===== src/hdl/epsm_pkg.sv =====
// shared widths, constants and types of the encoder period speed meter
`default_nettype none

package epsm_pkg;

	localparam int STAMP_W = 16;
	localparam int NUM_W   = 32;
	localparam int WSUM_W  = 20;
	localparam int CNT_W   = $clog2(NUM_W);

	localparam logic [NUM_W-1:0] NUMERATOR_RESET = 32'd595739051;

	// status from the serial divider to the control sequencer
	typedef struct packed {
		logic busy;
		logic done;
	} div_status_t;

endpackage

`default_nettype wire


===== src/hdl/encoder_period_speed_meter.sv =====
// encoder period speed meter: control sequencer, per-channel state and output register
//
// Each request on the input channel (in_valid/in_ready) is one encoder edge capture:
// channel number and a 16-bit timer stamp. The block works out the period since the
// last capture on that channel, replaces the oldest entry of the channel's ring of
// periods, updates the running window sum and divides numerator_q by that sum.
// One result request per capture leaves on out_valid/out_ready, in capture order.
// The numerator register is loaded through cfg_valid/cfg_ready/cfg_data, always ready.
// From input acceptance a capture passes the sequencer states S_READ (ring ram read),
// S_UPDATE (ring write, divider start), S_DIV (the bit-serial divider, one quotient bit
// per cycle, until its done flag) and S_OUT (output load). in_ready is high only while
// no capture is in work, so a new capture is taken only once the last one is through.
// The result sits in an output register; the next capture is accepted and processed
// while it waits, and only the load of the following result holds for out_ready.
// Reset clears stamps, sums and ring indexes and sets the numerator to its reset
// value. The ring ram is not swept: each ring slot reads as zero until the channel's
// ring index has wrapped once, so the block is usable straight after reset.
`default_nettype none

module encoder_period_speed_meter #(
	parameter int WINDOW_DEPTH = 10,
	parameter int CHANNELS     = 2
) (
	input  wire logic                             clk,
	input  wire logic                             arst_n,
	input  wire logic                             cfg_valid,
	output logic                                  cfg_ready,
	input  wire logic [epsm_pkg::NUM_W-1:0]       cfg_data,
	input  wire logic                             in_valid,
	output logic                                  in_ready,
	input  wire logic                             channel,
	input  wire logic [epsm_pkg::STAMP_W-1:0]     capture_time,
	output logic                                  out_valid,
	input  wire logic                             out_ready,
	output logic                                  channel_out,
	output logic      [epsm_pkg::STAMP_W-1:0]     edge_period,
	output logic      [epsm_pkg::WSUM_W-1:0]      window_sum,
	output logic      [epsm_pkg::NUM_W-1:0]       speed_q8
);

	import epsm_pkg::*;

	localparam int CH_W   = (CHANNELS > 1) ? $clog2(CHANNELS) : 1;
	localparam int IDX_W  = (WINDOW_DEPTH > 1) ? $clog2(WINDOW_DEPTH) : 1;
	localparam int RING_D = CHANNELS * WINDOW_DEPTH;
	localparam int ADDR_W = (RING_D > 1) ? $clog2(RING_D) : 1;
	localparam int SUM_W  = $clog2(WINDOW_DEPTH * 65535 + 1);
	localparam int EXT_W  = SUM_W + WSUM_W;
	localparam logic CH_MASK = (CHANNELS > 1);
	localparam logic [ADDR_W-1:0] DEPTH_A = ADDR_W'(WINDOW_DEPTH);
	localparam logic [IDX_W-1:0]  LAST_IDX = IDX_W'(WINDOW_DEPTH - 1);

	typedef enum logic [2:0] {S_IDLE, S_READ, S_UPDATE, S_DIV, S_OUT} state_t;

	state_t               state_q;
	logic [NUM_W-1:0]     numerator_q;
	logic [CH_W-1:0]      ch_q;
	logic                 chan_in_q;
	logic [STAMP_W-1:0]   stamp_q;
	logic [STAMP_W-1:0]   last_stamp_q [CHANNELS];
	logic [SUM_W-1:0]     run_sum_q    [CHANNELS];
	logic [IDX_W-1:0]     ring_idx_q   [CHANNELS];
	logic                 wrapped_q    [CHANNELS];
	logic [STAMP_W-1:0]   period_q;
	logic [SUM_W-1:0]     sum_q;

	logic                 out_valid_q;
	logic                 channel_out_q;
	logic [STAMP_W-1:0]   edge_period_q;
	logic [WSUM_W-1:0]    window_sum_q;
	logic [NUM_W-1:0]     speed_q;

	logic [ADDR_W-1:0]    slot;
	logic [STAMP_W-1:0]   ram_rdata;
	logic [STAMP_W-1:0]   old_period;
	logic [STAMP_W-1:0]   period;
	logic [SUM_W-1:0]     sum_next;
	logic [EXT_W-1:0]     sum_ext;
	logic                 in_take;
	logic                 out_free;
	div_status_t          div_status;
	logic [NUM_W-1:0]     quotient;

	assign cfg_ready = 1'b1;
	assign in_ready  = (state_q == S_IDLE);
	assign in_take   = in_valid && in_ready;
	assign out_free  = !out_valid_q || out_ready;

	always_comb begin
		slot       = ADDR_W'(ch_q) * DEPTH_A + ADDR_W'(ring_idx_q[ch_q]);
		// slots not yet written since reset count as zero
		old_period = wrapped_q[ch_q] ? ram_rdata : '0;
		period     = stamp_q - last_stamp_q[ch_q];
		sum_next   = run_sum_q[ch_q] - SUM_W'(old_period) + SUM_W'(period);
		sum_ext    = EXT_W'(sum_q);
	end

	epsm_ram #(
		.WIDTH (STAMP_W),
		.DEPTH (RING_D)
	) u_ring (
		.clk   (clk),
		.we    (state_q == S_UPDATE),
		.waddr (slot),
		.wdata (period),
		.re    (state_q == S_READ),
		.raddr (slot),
		.rdata (ram_rdata)
	);

	epsm_div #(
		.DIVISOR_W (SUM_W)
	) u_div (
		.clk      (clk),
		.arst_n   (arst_n),
		.start    (state_q == S_UPDATE),
		.dividend (numerator_q),
		.divisor  (sum_next),
		.status   (div_status),
		.quotient (quotient)
	);

	always_ff @(posedge clk or negedge arst_n) begin
		if (!arst_n) begin
			state_q     <= S_IDLE;
			numerator_q <= NUMERATOR_RESET;
			out_valid_q <= 1'b0;
			ch_q        <= '0;
			for (int i = 0; i < CHANNELS; i++) begin
				last_stamp_q[i] <= '0;
				run_sum_q[i]    <= '0;
				ring_idx_q[i]   <= '0;
				wrapped_q[i]    <= 1'b0;
			end
		end else begin
			if (cfg_valid && cfg_ready) begin
				numerator_q <= cfg_data;
			end
			if (state_q == S_OUT && out_free) begin
				out_valid_q <= 1'b1;
			end else if (out_valid_q && out_ready) begin
				out_valid_q <= 1'b0;
			end
			case (state_q)
				S_IDLE: begin
					if (in_take) begin
						ch_q    <= CH_W'(channel & CH_MASK);
						state_q <= S_READ;
					end
				end
				S_READ: begin
					state_q <= S_UPDATE;
				end
				S_UPDATE: begin
					last_stamp_q[ch_q] <= stamp_q;
					run_sum_q[ch_q]    <= sum_next;
					if (ring_idx_q[ch_q] == LAST_IDX) begin
						ring_idx_q[ch_q] <= '0;
						wrapped_q[ch_q]  <= 1'b1;
					end else begin
						ring_idx_q[ch_q] <= ring_idx_q[ch_q] + 1'b1;
					end
					state_q <= S_DIV;
				end
				S_DIV: begin
					if (div_status.done) begin
						state_q <= S_OUT;
					end
				end
				S_OUT: begin
					if (out_free) begin
						state_q <= S_IDLE;
					end
				end
				default: begin
					state_q <= S_IDLE;
				end
			endcase
		end
	end

	// payload registers
	always_ff @(posedge clk) begin
		if (in_take) begin
			chan_in_q <= channel;
			stamp_q   <= capture_time;
		end
		if (state_q == S_UPDATE) begin
			period_q <= period;
			sum_q    <= sum_next;
		end
		if (state_q == S_OUT && out_free) begin
			channel_out_q <= chan_in_q;
			edge_period_q <= period_q;
			window_sum_q  <= sum_ext[WSUM_W-1:0];
			speed_q       <= quotient;
		end
	end

	assign out_valid   = out_valid_q;
	assign channel_out = channel_out_q;
	assign edge_period = edge_period_q;
	assign window_sum  = window_sum_q;
	assign speed_q8    = speed_q;

endmodule

`default_nettype wire


===== src/hdl/epsm_ram.sv =====
// generic single write port ram with registered read
`default_nettype none

module epsm_ram #(
	parameter int WIDTH = 16,
	parameter int DEPTH = 20
) (
	input  wire logic                                   clk,
	input  wire logic                                   we,
	input  wire logic [(DEPTH > 1 ? $clog2(DEPTH) : 1)-1:0] waddr,
	input  wire logic [WIDTH-1:0]                       wdata,
	input  wire logic                                   re,
	input  wire logic [(DEPTH > 1 ? $clog2(DEPTH) : 1)-1:0] raddr,
	output logic      [WIDTH-1:0]                       rdata
);

	logic [WIDTH-1:0] mem_q [DEPTH];
	logic [WIDTH-1:0] rdata_q;

	always_ff @(posedge clk) begin
		if (we) begin
			mem_q[waddr] <= wdata;
		end
		if (re) begin
			rdata_q <= mem_q[raddr];
		end
	end

	assign rdata = rdata_q;

endmodule

`default_nettype wire


===== src/hdl/epsm_div.sv =====
// radix-2 restoring divider, one quotient bit per cycle
`default_nettype none

module epsm_div #(
	parameter int DIVISOR_W = 20
) (
	input  wire logic                           clk,
	input  wire logic                           arst_n,
	input  wire logic                           start,
	input  wire logic [epsm_pkg::NUM_W-1:0]     dividend,
	input  wire logic [DIVISOR_W-1:0]           divisor,
	output epsm_pkg::div_status_t               status,
	output logic      [epsm_pkg::NUM_W-1:0]     quotient
);

	import epsm_pkg::*;

	typedef enum logic {D_IDLE, D_RUN} dstate_t;

	dstate_t              state_q;
	logic [CNT_W-1:0]     cnt_q;
	logic                 done_q;
	logic                 zero_q;
	logic [DIVISOR_W-1:0] divisor_q;
	logic [DIVISOR_W-1:0] rem_q;
	logic [NUM_W-1:0]     quo_q;

	logic [DIVISOR_W:0]   shifted;
	logic [DIVISOR_W+1:0] diff;
	logic                 borrow;

	// bring down the next dividend bit and trial-subtract
	always_comb begin
		shifted = {rem_q, quo_q[NUM_W-1]};
		diff    = {1'b0, shifted} - {2'b00, divisor_q};
		borrow  = diff[DIVISOR_W+1];
	end

	always_ff @(posedge clk or negedge arst_n) begin
		if (!arst_n) begin
			state_q <= D_IDLE;
			cnt_q   <= '0;
			done_q  <= 1'b0;
		end else begin
			case (state_q)
				D_IDLE: begin
					done_q <= 1'b0;
					if (start) begin
						state_q <= D_RUN;
						cnt_q   <= '0;
					end
				end
				D_RUN: begin
					cnt_q  <= cnt_q + 1'b1;
					done_q <= (cnt_q == CNT_W'(NUM_W - 1));
					if (cnt_q == CNT_W'(NUM_W - 1)) begin
						state_q <= D_IDLE;
					end
				end
				default: begin
					state_q <= D_IDLE;
					done_q  <= 1'b0;
				end
			endcase
		end
	end

	always_ff @(posedge clk) begin
		if (state_q == D_IDLE && start) begin
			divisor_q <= divisor;
			zero_q    <= (divisor == '0);
			rem_q     <= '0;
			quo_q     <= dividend;
		end else if (state_q == D_RUN) begin
			rem_q <= borrow ? shifted[DIVISOR_W-1:0] : diff[DIVISOR_W-1:0];
			quo_q <= {quo_q[NUM_W-2:0], ~borrow};
		end
	end

	assign status.busy = (state_q == D_RUN);
	assign status.done = done_q;
	assign quotient    = zero_q ? '0 : quo_q;

endmodule

`default_nettype wire


===== config.mk =====
export PLATFORM = sky130hd
export DESIGN_NAME = encoder_period_speed_meter
export DESIGN_NICKNAME = d
export VERILOG_FILES = /design/src/hdl/epsm_pkg.sv /design/src/hdl/encoder_period_speed_meter.sv /design/src/hdl/epsm_ram.sv /design/src/hdl/epsm_div.sv
export SDC_FILE = /design/constraint.sdc
export NUM_CORES = 1
export LEC_CHECK = 0
export BUFFER_PORTS_ARGS = -buffer_cell sky130_fd_sc_hd__buf_2
export CORE_AREA = 2 2 205 258
export DETAILED_ROUTE_END_ITERATION = 8
export DIE_AREA = 0 0 207 260
export PLACE_DENSITY = 0.72
export SLEW_MARGIN = 40
export SYNTH_ARGS = -nofsm -noshare
export SYNTH_HDL_FRONTEND = slang
export SYNTH_SLANG_ARGS = --single-unit

===== constraint.sdc =====
create_clock -name clk -period 6.9 [get_ports clk]
set_input_delay 1.035 -clock clk [delete_from_list [all_inputs] [get_ports clk]]
set_output_delay 1.035 -clock clk [all_outputs]
set_load 0.005 [all_outputs]

==> impl_metrics.json <==
{
  "status": "completed",
  "ir_drop_uv": 393.0,
  "r2r_cells": 20,
  "fin_setup_tns_ps": 0,
  "pre_cts_ws_ps": 1256,
  "synth_fp_nets": 1925,
  "nFillCells": 3760,
  "clk_pin_slew_ps": 70,
  "rows": 93,
  "grt_pass1_wl_mm": 92.09,
  "max_stage_delay_ps": 580,
  "firstDrtPassIters": 6,
  "vias": 15460,
  "first_global_vias": 16230,
  "setup_violations": 0,
  "drt_iter0_drc": 1094,
  "drc": 0,
  "core_mm2": 0.05120,
  "async_flop_share_pct": 19.18,
  "final_common_cell": "edfxtp_1",
  "yosys_warnings": 0,
  "io_buffers": 124,
  "ys_seq_area_share_pct": 67.61,
  "io_pins": 126,
  "crit_type": "reg -> reg",
  "synthToLayoutAreaGrowth_pct": 13.03,
  "power.density_mw_per_mm2": 526.3,
  "holdPathEnd": "edge_period[0]",
  "path_delay_family": "compound AO/OA/AOI/OAI gates",
  "synth.cell_area_mm2": 0.02797,
  "postCtsSetupRepairBufs": 0,
  "end_kind": "flip-flop",
  "cts_buffers": 60,
  "wl_mm": 58.72,
  "final_layout_size_suffix_gt1_share_pct": 24.65,
  "antenna_found_initial": 0,
  "grt_use_total_pct": 22.16,
  "clock_path_buffers": 3,
  "hold_slack_ps": 417.7,
  "hold_depth": 0,
  "worstHoldStart": "period_q[0]",
  "wire_per_inst_um": 22.07,
  "cp_max_fo": 18,
  "ys_types": 72,
  "crit_required_ps": 7350,
  "fin_crit_sh_pct": 83.73,
  "cts.sinks": 657,
  "place_congestion": 0.8779,
  "crit_chain": "buf_4, mux2i_1, ha_1, nor2b_1, o21ai_0, a21boi_0, o211ai_1, a21oi_1, nand3b_1, a2111oi_0, nor3_1, fa_1, inv_1, ha_1, nand2_1, o41ai_2, xnor2_1, inv_1, nor4_1, nor4b_2",
  "worstReg2RegEnd": "u_div.zero_q",
  "hp-class": "reg -> reg",
  "synth.avg_cell_area_um2": 15.61,
  "dp.cells": 2548,
  "fmax_ghz": 0.1731,
  "netlist_instances": 1792,
  "clockRootBuffer": "clkbuf_16",
  "antenna_left": 0,
  "synth_flop_cell": "edfxtp_1",
  "cts_tree": "done",
  "maxSlewViolCount": 0,
  "worst_pin_slew_ps": 818.3,
  "cp.buffers_inverters": 3,
  "rsz0062_at_grt": "false",
  "maxSlewHeadroom_pct": 45.11,
  "final_cell_mix": "edfxtp_1, nand2_1, buf_2, dfrtp_1, inv_1",
  "cts_max_level": 2,
  "hold_buffers": 0,
  "stdcell_count": 2661,
  "die_h_um": 260,
  "leakage_uw": 0.01181,
  "cp.arrival_ps": 6220,
  "slowest_stage": "a2111oi_0",
  "synth_edf_count": 511,
  "initial_utilization_pct": 54.63,
  "clk_latency_ps": 630,
  "period_minus_slack_ps": 5777,
  "setup_ws_ps": 1123,
  "diodes": 0,
  "hold_viol": 0,
  "fin_worst_skew_ps": 19.49,
  "die_area_mm2": 0.05382,
  "grt_max_degree": 73,
  "die_x_um": 207,
  "drv_cap": 0,
  "start_kind": "flip-flop",
  "rrSetupSlack_ps": 1120,
  "cts.repair.resized": 0,
  "nets": 2079,
  "gr-total-overflow": 0,
  "place_hpwl_mm": 38.83,
  "synth-seq-cells": 657,
  "avgViaCountPerCell": 5.811,
  "crit-reg2reg-launch": "ch_q"
}
## report_power, final
part / total (uW) / leakage [uW] / internal, uW / switching [uW]
registers: 6120 / 0.00639 / 5860 / 255
clock network: 3380 / 0.000986 / 1930 / 1450
logic: 7140 / 0.00444 / 2590 / 4550
total: 16600 / 0.0118 / 10400 / 6260
## layer usage
| metal | wire (um) | track usage (%) |
|---|---|---|
| met3 | 2414 | 2.862 |
| met1 | 22810 | 26.22 |
| met4 | 2669 | 10.97 |
| met5 | 0 | 0 |
| met2 | 30830 | 40.05 |
## flip-flops by register name (all words and copies together), names as in the netlist, 20 cells and up
register         flops
u_ring.mem_q       320
run_sum_q           40
last_stamp_q        32
numerator_q         32
speed_q8            32
u_div.quo_q         32
sum_q               20
u_div.divisor_q     20
u_div.rem_q         20
window_sum          20
## metrics by stage
step | util [%] | total power [uW] | area [um2]
after floorplan | - | 11300 | 27970
after global placement | 57.47 | 13040 | 29420
after detailed placement | 57.79 | 13320 | 29590
after CTS | 61.69 | 16710 | 31590
after global routing | 61.75 | 17690 | 31620
final | 61.75 | 16640 | 31620
## final cells by class
| type | instances | area [um2] | area share (%) |
|---|---|---|---|
| sequential | 657 | 18910 | 59.82 |
| multi-input combinational | 965 | 8544 | 27.02 |
| clock buffer | 67 | 1559 | 4.931 |
| timing repair buffer | 158 | 934.6 | 2.956 |
| tap | 665 | 832.0 | 2.632 |
| clock inverter | 45 | 440.4 | 1.393 |
| inverter | 104 | 392.9 | 1.243 |
## cells in the mapped netlist, types with 4 or more instances
master | count | area share, %
a211oi_1 | 6 | 0.16
a21o_1 | 16 | 0.43
a21oi_1 | 37 | 0.66
a221o_1 | 13 | 0.47
a22o_1 | 6 | 0.19
a22oi_1 | 14 | 0.38
a31o_2 | 4 | 0.13
a31oi_1 | 4 | 0.089
a32oi_1 | 4 | 0.13
and2_1 | 4 | 0.089
and3_1 | 11 | 0.25
buf_1 | 4 | 0.054
buf_2 | 7 | 0.13
buf_4 | 6 | 0.16
clkbuf_1 | 47 | 0.63
dfrtp_1 | 114 | 10
dfstp_2 | 12 | 1.1
dfxtp_1 | 20 | 1.4
edfxtp_1 | 511 | 55
fa_1 | 18 | 1.3
ha_1 | 61 | 2.7
inv_1 | 102 | 1.4
mux2_2 | 93 | 3.7
mux2i_1 | 57 | 2.0
mux4_2 | 83 | 6.7
nand2_1 | 158 | 2.1
nand2b_1 | 11 | 0.25
nand3_1 | 20 | 0.36
nor2_1 | 56 | 0.75
nor2b_1 | 54 | 1.2
nor3_1 | 17 | 0.30
nor4_1 | 5 | 0.11
o211ai_1 | 4 | 0.11
o21a_1 | 7 | 0.19
o21ai_0 | 91 | 1.6
o21bai_1 | 6 | 0.16
or2_2 | 7 | 0.16
or3_1 | 11 | 0.25
xnor2_1 | 24 | 0.75
xor2_1 | 25 | 0.78
## cells by family after synthesis
group / after synthesis / synth area share, %
buffers and inverters: 170 / 2.478
AND/OR/NAND/NOR: 367 / 6.209
multiplexers: 233 / 12.47
flip-flops: 657 / 67.61
adder cells (fa/ha/maj): 79 / 4.017
AO/OA/AOI/OAI: 236 / 5.667
XOR/XNOR: 49 / 1.534
other: 1 / 0.01341
## how the worst max path moves through the flow
stage / cells past startpoint / start / endpoint / slack, ps
2_1_floorplan: 22 / ch_q / u_div.zero_q / 1120
3_3_place_gp: 20 / ch_q / u_div.zero_q / 1440
3_5_place_dp: 21 / ch_q / u_div.zero_q / 1260
4_1_cts: 21 / ch_q / u_div.zero_q / 1220
5_1_grt: 20 / ch_q / u_div.zero_q / 610
6_report: 20 / ch_q / u_div.zero_q / 1120
No activity file was read; power rests on OpenSTA's default activity.
